$ cat src/hdl/cal_pkg.sv
`default_nettype none
package cal_pkg;

  // Fixed field widths of the ports.
  localparam int OP_W        = 3;
  localparam int UID_FIELD_W = 56;
  localparam int LEN_W       = 3;
  localparam int STATUS_W    = 4;
  localparam int COUNT_W     = 5;
  localparam int TIME_W      = 16;
  localparam int ELAPSED_W   = 17;
  localparam logic [ELAPSED_W-1:0] ELAPSED_MAX = {ELAPSED_W{1'b1}};

  // Configuration port.
  localparam int CFG_IDX_W  = 2;
  localparam int CFG_DATA_W = TIME_W;
  localparam logic [CFG_IDX_W-1:0] CFG_OPEN_TIME  = 2'd0;
  localparam logic [CFG_IDX_W-1:0] CFG_REARM_TIME = 2'd1;
  localparam logic [TIME_W-1:0] OPEN_TIME_RESET  = 16'd3000;
  localparam logic [TIME_W-1:0] REARM_TIME_RESET = 16'd5000;

  // Defaults of the top-level parameters.
  localparam int TABLE_DEPTH_DEF = 16;
  localparam int UID_BYTES_DEF   = 7;

  // Command queue between front and back.
  localparam int QUEUE_DEPTH = 2;
  localparam int QPTR_W      = 1;

  typedef enum logic [OP_W-1:0] {
    OP_READ   = 3'd0,
    OP_ENROL  = 3'd1,
    OP_REVOKE = 3'd2,
    OP_LIST   = 3'd3,
    OP_MANUAL = 3'd4,
    OP_TICK   = 3'd5
  } cal_op_t;

  typedef enum logic [STATUS_W-1:0] {
    STAT_GRANTED  = 4'd0,
    STAT_DENIED   = 4'd1,
    STAT_BUSY     = 4'd2,
    STAT_ENROLLED = 4'd3,
    STAT_PRESENT  = 4'd4,
    STAT_FULL     = 4'd5,
    STAT_REVOKED  = 4'd6,
    STAT_ABSENT   = 4'd7,
    STAT_ENTRY    = 4'd8,
    STAT_EMPTY    = 4'd9,
    STAT_MANUAL   = 4'd10,
    STAT_TICK     = 4'd11
  } cal_status_t;

  typedef struct packed {
    cal_op_t                op;
    logic [UID_FIELD_W-1:0] uid;
    logic [LEN_W-1:0]       len;
  } cal_cmd_t;

  typedef struct packed {
    cal_status_t            status;
    logic                   lock_on;
    logic                   reader_ready;
    logic [COUNT_W-1:0]     entry_count;
    logic [UID_FIELD_W-1:0] listed_uid;
    logic [LEN_W-1:0]       listed_length;
    logic                   last;
  } cal_result_t;

  // Identifier bits kept per entry: the configured byte count, capped by the port.
  function automatic int uid_bits(input int bytes);
    int b;
    b = 8 * bytes;
    return (b < UID_FIELD_W) ? b : UID_FIELD_W;
  endfunction

endpackage
`default_nettype wire

$ cat src/hdl/card_allowlist_lock_controller_core.sv
`default_nettype none
// Channel   Handshake                 Payload
// input     start / busy              in_operation, in_uid_value, in_uid_length
// result    out_strobe (one cycle)    out_status ... out_last
// config    cfg_valid / cfg_ready     cfg_index, cfg_data
//
// A transfer passes the front register and the command queue before the back end takes
// it up. A read, enrol or revoke scans the table from entry 0 until a hit or the entry
// count, and a revoke that hits then moves the later entries down one per cycle. A
// list strobes its entries in order from the first, one each cycle.
// Reset is synchronous and active low and leaves the table memory as it is. Results
// never stall; busy rises only when the front register and the command queue are full.
module card_allowlist_lock_controller_core #(
  parameter int TABLE_DEPTH = cal_pkg::TABLE_DEPTH_DEF,
  parameter int UID_BYTES   = cal_pkg::UID_BYTES_DEF
) (
  input  wire logic                             clk,
  input  wire logic                             rst_n,
  // Command input
  input  wire logic                             start,
  output logic                                  busy,
  input  wire logic [cal_pkg::OP_W-1:0]         in_operation,
  input  wire logic [cal_pkg::UID_FIELD_W-1:0]  in_uid_value,
  input  wire logic [cal_pkg::LEN_W-1:0]        in_uid_length,
  // Results
  output logic                                  out_strobe,
  output logic [cal_pkg::STATUS_W-1:0]          out_status,
  output logic                                  out_lock_on,
  output logic                                  out_reader_ready,
  output logic [cal_pkg::COUNT_W-1:0]           out_entry_count,
  output logic [cal_pkg::UID_FIELD_W-1:0]       out_listed_uid,
  output logic [cal_pkg::LEN_W-1:0]             out_listed_length,
  output logic                                  out_last,
  // Configuration writes
  input  wire logic                             cfg_valid,
  output logic                                  cfg_ready,
  input  wire logic [cal_pkg::CFG_IDX_W-1:0]    cfg_index,
  input  wire logic [cal_pkg::CFG_DATA_W-1:0]   cfg_data
);
  import cal_pkg::*;

  logic [TIME_W-1:0] open_time_r, open_time_nxt;
  logic [TIME_W-1:0] rearm_time_r, rearm_time_nxt;

  logic        push, pop, queue_empty, queue_full;
  cal_cmd_t    push_data, head;
  logic        res_valid;
  cal_result_t res;

  // The configuration port is always ready: a transfer lands in the register at once,
  // and an index beyond the two registers is simply ignored.
  assign cfg_ready = 1'b1;

  always_comb begin
    open_time_nxt  = open_time_r;
    rearm_time_nxt = rearm_time_r;
    if (cfg_valid && cfg_ready) begin
      case (cfg_index)
        CFG_OPEN_TIME:  open_time_nxt  = cfg_data;
        CFG_REARM_TIME: rearm_time_nxt = cfg_data;
        default: begin
        end
      endcase
    end
  end

  always_ff @(posedge clk) begin
    if (!rst_n) begin
      open_time_r  <= OPEN_TIME_RESET;
      rearm_time_r <= REARM_TIME_RESET;
    end else begin
      open_time_r  <= open_time_nxt;
      rearm_time_r <= rearm_time_nxt;
    end
  end

  // The front end takes each command, masks the identifier to the stored width and
  // drops codes that name no operation before placing the command in the queue.
  cal_front #(
    .UID_BYTES (UID_BYTES)
  ) u_front (
    .clk           (clk),
    .rst_n         (rst_n),
    .start         (start),
    .busy          (busy),
    .in_operation  (in_operation),
    .in_uid_value  (in_uid_value),
    .in_uid_length (in_uid_length),
    .queue_full    (queue_full),
    .push          (push),
    .push_data     (push_data)
  );

  // A short queue lets the front accept the next command while the back end is still
  // scanning or shifting the table.
  cal_queue u_queue (
    .clk       (clk),
    .rst_n     (rst_n),
    .push      (push),
    .push_data (push_data),
    .pop       (pop),
    .head      (head),
    .empty     (queue_empty),
    .full      (queue_full)
  );

  // The back end owns the table memory, the entry count and both pulse timers, and
  // produces every result through a registered output stage.
  cal_back #(
    .TABLE_DEPTH (TABLE_DEPTH),
    .UID_BYTES   (UID_BYTES)
  ) u_back (
    .clk         (clk),
    .rst_n       (rst_n),
    .head        (head),
    .queue_empty (queue_empty),
    .pop         (pop),
    .open_time   (open_time_r),
    .rearm_time  (rearm_time_r),
    .res_valid   (res_valid),
    .res         (res)
  );

  assign out_strobe        = res_valid;
  assign out_status        = res.status;
  assign out_lock_on       = res.lock_on;
  assign out_reader_ready  = res.reader_ready;
  assign out_entry_count   = res.entry_count;
  assign out_listed_uid    = res.listed_uid;
  assign out_listed_length = res.listed_length;
  assign out_last          = res.last;

endmodule
`default_nettype wire

$ cat src/hdl/cal_ram.sv
`default_nettype none
module cal_ram #(
  parameter int WIDTH = 8,
  parameter int DEPTH = 16,
  localparam int AW = (DEPTH > 1) ? $clog2(DEPTH) : 1
) (
  input  wire logic             clk,
  input  wire logic             wr_en,
  input  wire logic [AW-1:0]    wr_addr,
  input  wire logic [WIDTH-1:0] wr_data,
  input  wire logic             rd_en,
  input  wire logic [AW-1:0]    rd_addr,
  output logic      [WIDTH-1:0] rd_data
);

  logic [WIDTH-1:0] mem [DEPTH];

  always_ff @(posedge clk) begin
    if (wr_en) begin
      mem[wr_addr] <= wr_data;
    end
    if (rd_en) begin
      rd_data <= mem[rd_addr];
    end
  end

endmodule
`default_nettype wire

$ cat src/hdl/cal_queue.sv
`default_nettype none
module cal_queue (
  input  wire logic              clk,
  input  wire logic              rst_n,
  input  wire logic              push,
  input  wire cal_pkg::cal_cmd_t push_data,
  input  wire logic              pop,
  output cal_pkg::cal_cmd_t      head,
  output logic                   empty,
  output logic                   full
);
  import cal_pkg::*;

  cal_cmd_t            slot_r [QUEUE_DEPTH];
  logic [QPTR_W-1:0]   wr_ptr_r, wr_ptr_nxt;
  logic [QPTR_W-1:0]   rd_ptr_r, rd_ptr_nxt;
  logic [QPTR_W:0]     fill_r, fill_nxt;

  assign head  = slot_r[rd_ptr_r];
  assign empty = (fill_r == '0);
  assign full  = (fill_r == (QPTR_W + 1)'(QUEUE_DEPTH));

  always_comb begin
    wr_ptr_nxt = push ? wr_ptr_r + 1'b1 : wr_ptr_r;
    rd_ptr_nxt = pop ? rd_ptr_r + 1'b1 : rd_ptr_r;
    fill_nxt   = fill_r;
    if (push && !pop) begin
      fill_nxt = fill_r + 1'b1;
    end else if (pop && !push) begin
      fill_nxt = fill_r - 1'b1;
    end
  end

  always_ff @(posedge clk) begin
    if (!rst_n) begin
      wr_ptr_r <= '0;
      rd_ptr_r <= '0;
      fill_r   <= '0;
    end else begin
      wr_ptr_r <= wr_ptr_nxt;
      rd_ptr_r <= rd_ptr_nxt;
      fill_r   <= fill_nxt;
    end
  end

  always_ff @(posedge clk) begin
    if (push) begin
      slot_r[wr_ptr_r] <= push_data;
    end
  end

endmodule
`default_nettype wire

$ cat src/hdl/cal_front.sv
`default_nettype none
module cal_front #(
  parameter int UID_BYTES = cal_pkg::UID_BYTES_DEF
) (
  input  wire logic                          clk,
  input  wire logic                          rst_n,
  input  wire logic                          start,
  output logic                               busy,
  input  wire logic [cal_pkg::OP_W-1:0]        in_operation,
  input  wire logic [cal_pkg::UID_FIELD_W-1:0] in_uid_value,
  input  wire logic [cal_pkg::LEN_W-1:0]       in_uid_length,
  input  wire logic                          queue_full,
  output logic                               push,
  output cal_pkg::cal_cmd_t                  push_data
);
  import cal_pkg::*;

  localparam int UID_W = uid_bits(UID_BYTES);
  localparam logic [UID_FIELD_W-1:0] UID_MASK = {UID_FIELD_W{1'b1}} >> (UID_FIELD_W - UID_W);

  logic     hold_valid_r, hold_valid_nxt;
  cal_cmd_t hold_cmd_r, hold_cmd_nxt;
  logic     accept;
  logic     legal;

  assign push      = hold_valid_r && !queue_full;
  assign busy      = hold_valid_r && queue_full;
  assign accept    = start && !busy;
  assign push_data = hold_cmd_r;

  // Codes outside the operation set are dropped here and never reach the back end.
  always_comb begin
    case (in_operation)
      OP_READ, OP_ENROL, OP_REVOKE, OP_LIST, OP_MANUAL, OP_TICK: legal = 1'b1;
      default: legal = 1'b0;
    endcase
  end

  always_comb begin
    hold_valid_nxt = push ? 1'b0 : hold_valid_r;
    hold_cmd_nxt   = hold_cmd_r;
    if (accept && legal) begin
      hold_valid_nxt   = 1'b1;
      hold_cmd_nxt.op  = cal_op_t'(in_operation);
      hold_cmd_nxt.uid = in_uid_value & UID_MASK;
      hold_cmd_nxt.len = in_uid_length;
    end
  end

  always_ff @(posedge clk) begin
    if (!rst_n) begin
      hold_valid_r <= 1'b0;
    end else begin
      hold_valid_r <= hold_valid_nxt;
    end
  end

  always_ff @(posedge clk) begin
    hold_cmd_r <= hold_cmd_nxt;
  end

endmodule
`default_nettype wire

$ cat src/hdl/cal_back.sv
`default_nettype none
module cal_back #(
  parameter int TABLE_DEPTH = cal_pkg::TABLE_DEPTH_DEF,
  parameter int UID_BYTES   = cal_pkg::UID_BYTES_DEF
) (
  input  wire logic                     clk,
  input  wire logic                     rst_n,
  input  wire cal_pkg::cal_cmd_t        head,
  input  wire logic                     queue_empty,
  output logic                          pop,
  input  wire logic [cal_pkg::TIME_W-1:0] open_time,
  input  wire logic [cal_pkg::TIME_W-1:0] rearm_time,
  output logic                          res_valid,
  output cal_pkg::cal_result_t          res
);
  import cal_pkg::*;

  localparam int UID_W = uid_bits(UID_BYTES);
  localparam int ENT_W = UID_W + LEN_W;
  localparam int IDX_W = (TABLE_DEPTH > 1) ? $clog2(TABLE_DEPTH) : 1;
  localparam int CNT_W = $clog2(TABLE_DEPTH + 1);
  localparam logic [CNT_W-1:0] DEPTH_CNT = CNT_W'(TABLE_DEPTH);

  typedef enum logic [3:0] {
    S_IDLE  = 4'b0001,
    S_SCAN  = 4'b0010,
    S_SHIFT = 4'b0100,
    S_LIST  = 4'b1000
  } back_state_t;

  back_state_t            state_r, state_nxt;
  cal_cmd_t               cmd_r, cmd_nxt;
  logic [CNT_W-1:0]       cnt_r, cnt_nxt;
  logic [CNT_W-1:0]       iss_r, iss_nxt;
  logic                   pend_r, pend_nxt;
  logic [CNT_W-1:0]       pend_idx_r, pend_idx_nxt;
  logic                   lock_r, lock_nxt;
  logic                   rdr_busy_r, rdr_busy_nxt;
  logic [ELAPSED_W-1:0]   since_r, since_nxt;
  logic                   man_r, man_nxt;
  logic [ELAPSED_W-1:0]   man_el_r, man_el_nxt;
  logic                   res_valid_r, res_valid_nxt;
  cal_result_t            res_r, res_nxt;

  logic                   ram_we, ram_re;
  logic [IDX_W-1:0]       ram_waddr, ram_raddr;
  logic [ENT_W-1:0]       ram_wdata, ram_rdata;

  logic [ENT_W-1:0]       key;
  logic                   hit;
  logic [CNT_W-1:0]       pend_inc, pend_dec;
  logic [ELAPSED_W-1:0]   since_inc, man_inc, open_ext, rearm_ext;
  logic [CNT_W+COUNT_W-1:0]     cnt_wide;
  logic [UID_W+UID_FIELD_W-1:0] ent_uid_wide;

  logic                   emit;
  cal_status_t            emit_status;
  logic [UID_FIELD_W-1:0] emit_uid;
  logic [LEN_W-1:0]       emit_len;
  logic                   emit_last;

  cal_ram #(
    .WIDTH (ENT_W),
    .DEPTH (TABLE_DEPTH)
  ) u_table (
    .clk     (clk),
    .wr_en   (ram_we),
    .wr_addr (ram_waddr),
    .wr_data (ram_wdata),
    .rd_en   (ram_re),
    .rd_addr (ram_raddr),
    .rd_data (ram_rdata)
  );

  assign key          = {cmd_r.uid[UID_W-1:0], cmd_r.len};
  assign hit          = pend_r && (ram_rdata == key);
  assign pend_inc     = pend_idx_r + 1'b1;
  assign pend_dec     = pend_idx_r - 1'b1;
  assign since_inc    = (since_r < ELAPSED_MAX) ? since_r + 1'b1 : since_r;
  assign man_inc      = (man_el_r < ELAPSED_MAX) ? man_el_r + 1'b1 : man_el_r;
  assign open_ext     = {1'b0, open_time};
  assign rearm_ext    = {1'b0, rearm_time};
  assign ent_uid_wide = {{UID_FIELD_W{1'b0}}, ram_rdata[ENT_W-1:LEN_W]};

  always_comb begin
    state_nxt    = state_r;
    cmd_nxt      = cmd_r;
    cnt_nxt      = cnt_r;
    iss_nxt      = iss_r;
    pend_nxt     = pend_r;
    pend_idx_nxt = pend_idx_r;
    lock_nxt     = lock_r;
    rdr_busy_nxt = rdr_busy_r;
    since_nxt    = since_r;
    man_nxt      = man_r;
    man_el_nxt   = man_el_r;
    pop          = 1'b0;
    ram_we       = 1'b0;
    ram_waddr    = cnt_r[IDX_W-1:0];
    ram_wdata    = key;
    ram_re       = 1'b0;
    ram_raddr    = iss_r[IDX_W-1:0];
    emit         = 1'b0;
    emit_status  = STAT_TICK;
    emit_uid     = '0;
    emit_len     = '0;
    emit_last    = 1'b1;

    case (state_r)
      S_IDLE: begin
        if (!queue_empty) begin
          pop      = 1'b1;
          cmd_nxt  = head;
          iss_nxt  = '0;
          pend_nxt = 1'b0;
          case (head.op)
            OP_READ: begin
              if (rdr_busy_r) begin
                emit        = 1'b1;
                emit_status = STAT_BUSY;
              end else begin
                state_nxt = S_SCAN;
              end
            end
            OP_ENROL: begin
              if (cnt_r == DEPTH_CNT) begin
                emit        = 1'b1;
                emit_status = STAT_FULL;
              end else begin
                state_nxt = S_SCAN;
              end
            end
            OP_REVOKE: state_nxt = S_SCAN;
            OP_LIST: begin
              if (cnt_r == '0) begin
                emit        = 1'b1;
                emit_status = STAT_EMPTY;
              end else begin
                state_nxt = S_LIST;
              end
            end
            OP_MANUAL: begin
              man_nxt     = 1'b1;
              man_el_nxt  = '0;
              emit        = 1'b1;
              emit_status = STAT_MANUAL;
            end
            OP_TICK: begin
              if (rdr_busy_r) begin
                if (since_inc > open_ext) begin
                  lock_nxt = 1'b0;
                end
                if (since_inc > rearm_ext) begin
                  rdr_busy_nxt = 1'b0;
                  lock_nxt     = 1'b0;
                  since_nxt    = '0;
                end else begin
                  since_nxt = since_inc;
                end
              end
              if (man_r) begin
                if (man_inc >= open_ext) begin
                  man_nxt    = 1'b0;
                  man_el_nxt = '0;
                end else begin
                  man_el_nxt = man_inc;
                end
              end
              emit        = 1'b1;
              emit_status = STAT_TICK;
            end
            default: begin
            end
          endcase
        end
      end

      S_SCAN: begin
        if (hit || (iss_r == cnt_r)) begin
          pend_nxt  = 1'b0;
          state_nxt = S_IDLE;
          case (cmd_r.op)
            OP_READ: begin
              rdr_busy_nxt = 1'b1;
              since_nxt    = '0;
              emit         = 1'b1;
              if (hit) begin
                lock_nxt    = 1'b1;
                emit_status = STAT_GRANTED;
              end else begin
                emit_status = STAT_DENIED;
              end
            end
            OP_ENROL: begin
              emit = 1'b1;
              if (hit) begin
                emit_status = STAT_PRESENT;
              end else begin
                ram_we      = 1'b1;
                cnt_nxt     = cnt_r + 1'b1;
                emit_status = STAT_ENROLLED;
              end
            end
            OP_REVOKE: begin
              if (hit) begin
                state_nxt = S_SHIFT;
                iss_nxt   = pend_inc;
              end else begin
                emit        = 1'b1;
                emit_status = STAT_ABSENT;
              end
            end
            default: begin
            end
          endcase
        end else begin
          ram_re       = 1'b1;
          pend_nxt     = 1'b1;
          pend_idx_nxt = iss_r;
          iss_nxt      = iss_r + 1'b1;
        end
      end

      S_SHIFT: begin
        // Each entry read in the cycle before is written one place lower.
        if (pend_r) begin
          ram_we    = 1'b1;
          ram_waddr = pend_dec[IDX_W-1:0];
          ram_wdata = ram_rdata;
        end
        if (iss_r == cnt_r) begin
          pend_nxt    = 1'b0;
          cnt_nxt     = cnt_r - 1'b1;
          emit        = 1'b1;
          emit_status = STAT_REVOKED;
          state_nxt   = S_IDLE;
        end else begin
          ram_re       = 1'b1;
          pend_nxt     = 1'b1;
          pend_idx_nxt = iss_r;
          iss_nxt      = iss_r + 1'b1;
        end
      end

      S_LIST: begin
        pend_nxt = 1'b0;
        if (pend_r) begin
          emit        = 1'b1;
          emit_status = STAT_ENTRY;
          emit_uid    = ent_uid_wide[UID_FIELD_W-1:0];
          emit_len    = ram_rdata[LEN_W-1:0];
          emit_last   = (pend_inc == cnt_r);
          if (pend_inc == cnt_r) begin
            state_nxt = S_IDLE;
          end
        end
        if (iss_r != cnt_r) begin
          ram_re       = 1'b1;
          pend_nxt     = 1'b1;
          pend_idx_nxt = iss_r;
          iss_nxt      = iss_r + 1'b1;
        end
      end

      default: begin
        state_nxt = S_IDLE;
      end
    endcase
  end

  assign cnt_wide = {{COUNT_W{1'b0}}, cnt_nxt};

  always_comb begin
    res_valid_nxt         = emit;
    res_nxt.status        = emit_status;
    res_nxt.lock_on       = lock_nxt || man_nxt;
    res_nxt.reader_ready  = !rdr_busy_nxt;
    res_nxt.entry_count   = cnt_wide[COUNT_W-1:0];
    res_nxt.listed_uid    = emit_uid;
    res_nxt.listed_length = emit_len;
    res_nxt.last          = emit_last;
  end

  always_ff @(posedge clk) begin
    if (!rst_n) begin
      state_r     <= S_IDLE;
      cnt_r       <= '0;
      iss_r       <= '0;
      pend_r      <= 1'b0;
      lock_r      <= 1'b0;
      rdr_busy_r  <= 1'b0;
      since_r     <= '0;
      man_r       <= 1'b0;
      man_el_r    <= '0;
      res_valid_r <= 1'b0;
    end else begin
      state_r     <= state_nxt;
      cnt_r       <= cnt_nxt;
      iss_r       <= iss_nxt;
      pend_r      <= pend_nxt;
      lock_r      <= lock_nxt;
      rdr_busy_r  <= rdr_busy_nxt;
      since_r     <= since_nxt;
      man_r       <= man_nxt;
      man_el_r    <= man_el_nxt;
      res_valid_r <= res_valid_nxt;
    end
  end

  always_ff @(posedge clk) begin
    cmd_r      <= cmd_nxt;
    pend_idx_r <= pend_idx_nxt;
    res_r      <= res_nxt;
  end

  assign res_valid = res_valid_r;
  assign res       = res_r;

endmodule
`default_nettype wire

$ cat config.mk
export PLATFORM = sky130hd
export DESIGN_NAME = card_allowlist_lock_controller_core
export DESIGN_NICKNAME = d
export VERILOG_FILES = /design/src/hdl/cal_pkg.sv /design/src/hdl/card_allowlist_lock_controller_core.sv /design/src/hdl/cal_ram.sv /design/src/hdl/cal_queue.sv /design/src/hdl/cal_front.sv /design/src/hdl/cal_back.sv
export SDC_FILE = /design/constraint.sdc
export NUM_CORES = 2
export LEC_CHECK = 0
export BUFFER_PORTS_ARGS = -buffer_cell sky130_fd_sc_hd__buf_2
export CAP_MARGIN = 20
export CORE_MARGIN = 5
export CORE_UTILIZATION = 38
export CTS_BUF_LIST = sky130_fd_sc_hd__clkbuf_4
export CTS_CLUSTER_DIAMETER = 60
export CTS_CLUSTER_SIZE = 40
export DETAILED_ROUTE_END_ITERATION = 8
export GPL_TIMING_DRIVEN = 0
export PLACE_DENSITY = 0.5
export SETUP_SLACK_MARGIN = 0.1
export SLEW_MARGIN = 10
export SYNTH_ARGS = -nofsm -noshare
export SYNTH_HDL_FRONTEND = slang
export SYNTH_SLANG_ARGS = --single-unit
$ cat constraint.sdc
create_clock -name clk -period 8.9 [get_ports clk]
set_input_delay 1.335 -clock clk [delete_from_list [all_inputs] [get_ports clk]]
set_output_delay 1.335 -clock clk [all_outputs]
set_load 0.01 [all_outputs]
# [Yosys cells after proc, flatten, opt, wreduce, memory -nomap -nowiden]
# Memories as Yosys holds them, arrays and structs flattened. A register that Yosys moved wholly into a read port is not among the register bits.
# Cells that the tools add are included.
# Widths: inputs -> output; s select.
[classes] add_sub_neg=11 eq_ne=41 n_lt_le_gt_ge=5 bitwise=1 reduce_logical=39 mux=111
[ops] cell="$mux 17" n=10
[ops] cell="$mux 59" n=2
[ops] cell="$mux 4" n=17
[ops] cell="$pmux 17 s2" n=2
[ops] cell="$mux 5" n=13
[ops] cell="$pmux 4 s4" n=4
[ops] cell="$eq 59x59->1" n=1
[ops] cell="$mux 1" n=44
[ops] cell="$add 17x1->17 const B" n=2
[ops] cell="$gt 17x16->1" n=2
[ops] cell="$lt 17x17->1 const B" n=2
[ops] cell="$pmux 5 s4" n=1
[ops] cell="$ge 17x16->1" n=1
[ops] cell="$add 5x1->5 const B" n=3
[ops] cell="$eq 3x2->1 const B" n=5
[ops] cell="$pmux 5 s3" n=1
[ops] cell="$ne 2x1->1 const B" n=7
[ops] cell="$eq 3x3->1 const B" n=4
[ops] cell="$ne 3x3->1 const B" n=4
[ops] cell="$pmux 1 s4" n=3
[ops] cell="$pmux 4 s3" n=1
[ops] cell="$reduce_and 6->1" n=2
[ops] cell="$eq 5x5->1" n=2
[ops] cell="$ne 2x2->1 const B" n=5
[ops] cell="36 further kinds" n=70
[word_totals] memories=2 register_bits=290 ramBits=1068 output_inout_bits=74 input_bits=84 elab_cells=240
[mem_list] memory="u_back.u_table.mem" depth=16 word_bits=59 read_ports=1 rd_ports_with_merged_regs=1 wr=1 line_no="cal_ram.sv:16" source="logic [WIDTH-1:0] mem [DEPTH];"
[mem_list] memory="u_queue.slot_r" depth=2 word_bits=62 read_ports=1 rd_ports_with_merged_regs=1 wr=1 line_no="cal_queue.sv:14" source="cal_cmd_t slot_r [QUEUE_DEPTH];"

# [Depth between registers and ports, before layout]
[logic_depth] ltp_word=10 ltp_mapped=17 mapped_depth_nobuf=16

# [Modules after synthesis]
# From an unflattened synthesis, not the netlist that was laid out.
[unflattened] cells_unflattened=2930 area_unflattened_um2=55052.8
[by_module_without_submodules] module="cal_ram" area_each_um2=37046.8 seq_area_each_um2=30118.9 instances=1 cells_each=1522
[by_module_without_submodules] module="cal_back" area_each_um2=10057.1 seq_area_each_um2=4494.3 instances=1 cells_each=995
[by_module_without_submodules] module="cal_queue" area_each_um2=4713.3 seq_area_each_um2=3823.7 instances=1 cells_each=215
[by_module_without_submodules] module="cal_front" area_each_um2=1924.3 seq_area_each_um2=1881.8 instances=1 cells_each=68
[by_module_without_submodules] module="card_allowlist_lock_controller_core" area_each_um2=1311.3 seq_area_each_um2=640.6 instances=1 cells_each=130

# [Least setup slack after synthesis]
# OpenSTA, ideal clock, no wires.
[synth_path] kind="register -> register" startpoint="reg u_back.cnt_r[0]" endpoint="mem u_back.u_table.mem[12][0] (netlist bit) (enable)" slack_ps=3963 required_time_ps=8424 setup_time_ps=476 stages_incl_launch_ff=10 path_buffers=2 period_less_slack_ps=4937 arrival_time_ps=4461 cell_sequence="dfxtp_1 clkbuf_1 xor2_1 nor4_1 and2_1 buf_2 o211ai_4 o32ai_1 nand2_1 nor2_1"
[synth_between] elab_chain_cells=6
[synth_lines] element="start, declared" line_no="cal_back.sv:33" source="logic [CNT_W-1:0] cnt_r, cnt_nxt;"
[synth_lines] element="start signal, assigned" line_no="cal_back.sv:298" source="cnt_r <= cnt_nxt;"
[synth_lines] element="$eq 5x5->1" line_no="cal_back.sv:179" source="if (hit || (iss_r == cnt_r)) begin"
[synth_lines] element="$logic_or 1x1->1" line_no="cal_back.sv:179"
[synth_lines] element="$mux 1" line_no="cal_back.sv:179"
[synth_lines] element="$pmux 1 s2" line_no="cal_back.sv:109" source="case (state_r)"
[synth_lines] element="$mux 1" line_no="cal_ram.sv:19" source="if (wr_en) begin"
[synth_lines] element="$mux 1 (not written as such)" line_no="cal_ram.sv:20" source="mem[wr_addr] <= wr_data;"
[synth_lines] element="end, declared" line_no="cal_ram.sv:16"
# Several ways; a longest one is shown, not always the timed one.

# [Worst setup path in the final report]
[layout_path] startpoint="reg u_back.u_table.rd_data[33] (read register of u_back.u_table.mem)" endpoint="mem u_back.u_table.mem[7][17] (netlist bit) (enable)"
[layout_between] elab_chain_cells=8
[layout_lines] element="start, declared" line_no="cal_ram.sv:13" source="output logic [WIDTH-1:0] rd_data"
[layout_lines] element="$eq 59x59->1 *" line_no="cal_back.sv:76" source="assign hit = pend_r && (ram_rdata == key);"
[layout_lines] element="$logic_and 1x1->1 *" line_no="cal_back.sv:76"
[layout_lines] element="$mux 1" line_no="cal_back.sv:196" source="if (hit) begin"
[layout_lines] element="$mux 1" line_no="cal_back.sv:182" source="case (cmd_r.op)"
[layout_lines] element="$mux 1 *" line_no="cal_back.sv:179"
[layout_lines] element="$pmux 1 s2 *" line_no="cal_back.sv:109"
[layout_lines] element="$mux 1 *" line_no="cal_ram.sv:19"
[layout_lines] element="$mux 1 (not written as such) *" line_no="cal_ram.sv:20"
# Every way passes the cells marked *; elsewhere a longest branch is shown, timed or not.

==> out/qor.log <==
[synthesis] share of the synthesized area in the top cell type 68.6%
[global_route] maximum number of pins on one net before global-route repair 46
[clock_network] quantity of hold-fixing buffers added after cts 0
[cells_and_area] Layout Nets 3355
[worst_setup_path] crit path kind reg2reg
[worst_setup_path] CP Capture Type flop
[routing] number of design rule violations left after detail routing 0
[place] routability congestion estimate from global placement 0.843
[worst_setup_path] element type at the critical path start flop
[power_and_ir_drop] leakage dissipation 20.2 nW
[cells_and_area] fill cell instance count of the final layout 12600
[routing] final wirelength 157000 um
[worst_setup_path] critical-path cell with the highest stage delay sky130_fd_sc_hd__xnor2_1
[global_route] met2 global-route usage 33.5%
[sta] Worst Max-Slew Pin Slew 1170 ps
[power_and_ir_drop] cell internal pwr 0.0101 W
[sta] FMAX 0.212 GHz
[worst_setup_path] Max stage delay on crit path 580 ps
[synthesis] commonest register cell after synthesis sky130_fd_sc_hd__edfxtp_1
[clock_network] Clock Latency Late Sink 1210 ps
[routing] first-pass iteration count of the detailed router 7
[synthesis] Syn Inst Count 2831
[clock_network] quantity of gates resized following cts 0
[routing] via count 28900
[power_and_ir_drop] Switching Fraction 29.7%
[place] pre-CTS WS 4230 ps
[sta] worst slew margin relative to its limit 21.4%
[sta] final setup slack of the worst path 4180 ps
[worst_setup_path] Data required, critical path 9820 ps
[floorplan] standard cell core area 144000 sq um
[synthesis] net count of the mapped netlist 2972
[synthesis] total of flip-flops plus latches after synthesis 1418
[synthesis] number of synthesis warnings 0
[clock_network] Clock Root Buffer sky130_fd_sc_hd__clkbuf_4
[floorplan] Top-Level Pins 158
[synthesis] Syn Std Cell Area 55000 sq um
[routing] remaining antenna violation count 0
[routing] Avg Vias per Cell 5.52
[power_and_ir_drop] sequential cell fraction of total power 57.7%
[synthesis] average cell area after synthesis 19.4 sq um
[synthesis] cell type contributing the most total cell area after synthesis sky130_fd_sc_hd__edfxtp_1
[floorplan] Die Y-Extent 390 um
[floorplan] Initial Utilization 38.3%
[min_path] class of the tightest hold or removal check in2reg
[power_and_ir_drop] Pwr per Cell Area 229 nW/um^2
[sta] Final period util 53.0%
[global_route] total global routing overflow 0
[sta] post-route minimum period 4720 ps
[global_route] via count of the first global-routing pass 29300
[global_route] all-layer global routing usage 20.4%
[power_and_ir_drop] reported net switching power 0.00425 W
[power_and_ir_drop] portion of total power attributed to combinational logic 17.4%
[synthesis] cell with the most instances after synthesis sky130_fd_sc_hd__edfxtp_1
[sta] final count of hold timing violations 0
[global_route] GR Util met1 28.6%
[sta] clock skew 127 ps
[run] number of maximum-capacitance violations 0
[global_route] antenna violations before repair 9
[worst_setup_path] library cell appearing most often on the critical path sky130_fd_sc_hd__buf_16
[power_and_ir_drop] portion of total power attributed to the clock network 25.0%
[clock_network] clock transition at the registers of the reported paths 180 ps
[clock_network] CTS buffer count 118
[status] result of the run complete, no violations
[floorplan] total die area 152000 sq um
[place] port buffer count 155
[power_and_ir_drop] Total Power 0.0143 W
[cells_and_area] post-layout util 43.5%
[worst_setup_path] critical path arrival 5640 ps
[global_route] Global Route met3 Usage 3.60%
[clock_network] setup bufs post-CTS 0
[clock_network] number of buffers on the longest clock path 3
[sta] final setup violation count 0
[routing] DRC violation total after the first TritonRoute iteration 2921
[clock_network] Sink Count 1418
[clock_network] clock tree from TritonCTS built
[global_route] grt peak-use layer met2
[worst_setup_path] Critical Path, Cell by Cell xnor2_1 -> o21ai_0 -> nor3_1 -> nand4_2 -> o211ai_4 -> o32ai_1 -> nand2_1 -> nor2_4 -> buf_16 -> buf_16 -> buf_12
[clock_network] count of H-tree levels built during CTS 3
[worst_setup_path] worst-path maximum fanout 14
[cells_and_area] Area Growth Syn to Fin 13.7%
[floorplan] die width 390 um
[global_route] global-route wire length before repair 220000 um
[synthesis] proportion of synthesized flip-flops having asynchronous set or reset 0%
[synthesis] most frequent cells after synthesis sky130_fd_sc_hd__edfxtp_1 (1256), sky130_fd_sc_hd__mux4_2 (295), sky130_fd_sc_hd__dfxtp_1 (162), sky130_fd_sc_hd__nand2_1 (134), sky130_fd_sc_hd__mux2_2 (110)
[synthesis] top post-synthesis cells by area sky130_fd_sc_hd__edfxtp_1 (69%), sky130_fd_sc_hd__mux4_2 (12%), sky130_fd_sc_hd__dfxtp_1 (5.9%)
[cells_and_area] area taken by multi-input logic gates 13500 sq um
[synthesis] number of distinct library cells after synthesis 86
[cells_and_area] fraction of layout cells with a size suffix above 1 28.8%
[floorplan] count of standard-cell rows 139
[synthesis] sequential area share after synthesis 74.5%
[power_and_ir_drop] highest ir drop seen on vdd 0.162 mV
[synthesis] EDFF count, synth 1256
[routing] Routed WL per cell 29.9 um
[sta] unrepaired setup endpoints after global routing no
[sta] number of max-slew violations in the final report 0
[cells_and_area] combined flip-flop and latch cell area 41000 sq um
[place] placed wire-length estimate 106000 um
stage by stage:
stage	hold WS (ps)	area [sq um]	TNS [ps]	instances
floorplan	406	55000	0	2831
finish	297	62500	0	5231
global route	140	62500	0	5228
detailed placement	424	60400	0	4993
global placement	422	58200	-1852920	4889
CTS	131	62500	0	5218
power groups by stage:
stage                     Sequential, W  Combinational (W)  Clock, W
after floorplan                 0.00832            0.00147         0
after global placement          0.00845            0.00232         0
after detailed placement        0.00841            0.00249         0
after CTS                       0.00826            0.00251   0.00370
after global routing            0.00828            0.00265   0.00397
final                           0.00826            0.00249   0.00358
layout make-up:
| cell class | count | area share (%) |
|---|---|---|
| inverter | 63 | 0.386 |
| tap | 1903 | 3.81 |
| antenna | 9 | 0.0360 |
| timing repair buffer | 263 | 4.61 |
| buffer | 129 | 0.832 |
| sequential | 1418 | 65.5 |
| clock buffer | 125 | 1.50 |
| multi-input combinational | 1221 | 21.5 |
| clock inverter | 100 | 1.83 |
worst paths after layout:
kind         slack [ps]                            startpoint                             endpoint  depth (start not counted)
max                4180  u_back.u_table.rd_data[33]$_DFFE_PP_  u_back.u_table.mem[7][17]$_DFFE_PP_                         11
min                 300                      in_uid_length[0]       u_front.push_data[0]$_DFFE_PP_                          1
max reg2reg        4180  u_back.u_table.rd_data[33]$_DFFE_PP_  u_back.u_table.mem[7][17]$_DFFE_PP_                         11
min reg2reg         400       u_front.push_data[37]$_DFFE_PP_      u_queue.slot_r[0][37]$_DFFE_PP_                          0
critical path, delay by kind of cell, from the launching register on:
| family | cells | cell delay, ps |
|---|---|---|
| xor gates and xnor gates | 1 | 580 |
| DFF | 1 | 490 |
| buffers and inverters | 3 | 600 |
| AOI/OAI and AO/OA | 3 | 1080 |
| and+or+nand+nor | 4 | 1640 |
cell families (layout without fill, tap and decap cells):
kind of cell	after synthesis	count (layout)	synth area share, %
flip-flops	1418	1418	74.5
AND/OR/NAND/NOR	437	437	4.13
multiplexers	410	410	14.4
AO/OA/AOI/OAI	225	225	2.88
buffers and inverters	192	680	1.35
XOR/XNOR	91	91	1.45
adder cells (fa/ha/maj)	57	57	1.30
other	1	10	0.00682
state kept, by name (all words and copies together) (netlist names), 2 cells and up, named ones only:
| signal | count |
|---|---|
| u_front.push_data | 62 |
| u_back.since_r | 17 |
| u_back.cmd_r | 62 |
| rearm_time_r | 16 |
| u_back.pend_idx_r | 5 |
| u_back.man_el_r | 17 |
| u_back.u_table.rd_data | 59 |
| u_back.cnt_r | 5 |
| u_queue.fill_r | 2 |
| u_back.state_r | 4 |
| u_back.res | 71 |
| u_queue.slot_r | 124 |
| u_back.iss_r | 5 |
| u_back.u_table.mem | 944 |
| open_time_r | 16 |
routing by layer:
layer	up-vias	share of wire, %
met4	0	2.3
met1	15400	43
met5	-	0
met2	1059	48
li1	12200	-
met3	195	6.5
placed cells by master (no fill, tap or decap), drive strengths merged, types with 18 or more instances in the layout:
master  instances
nand3          32
ha             57
clkbuf        207
nand2         134
o21ai          45
and3           64
xnor2          49
xor2           42
buf           310
mux2          110
a21oi          51
inv            99
a22o           24
a21o           18
edfxtp       1256
mux4          295
clkinv         41
nor2           74
nor3           29
nand4          24
dfxtp         162
(Power assumes the default switching activity.)
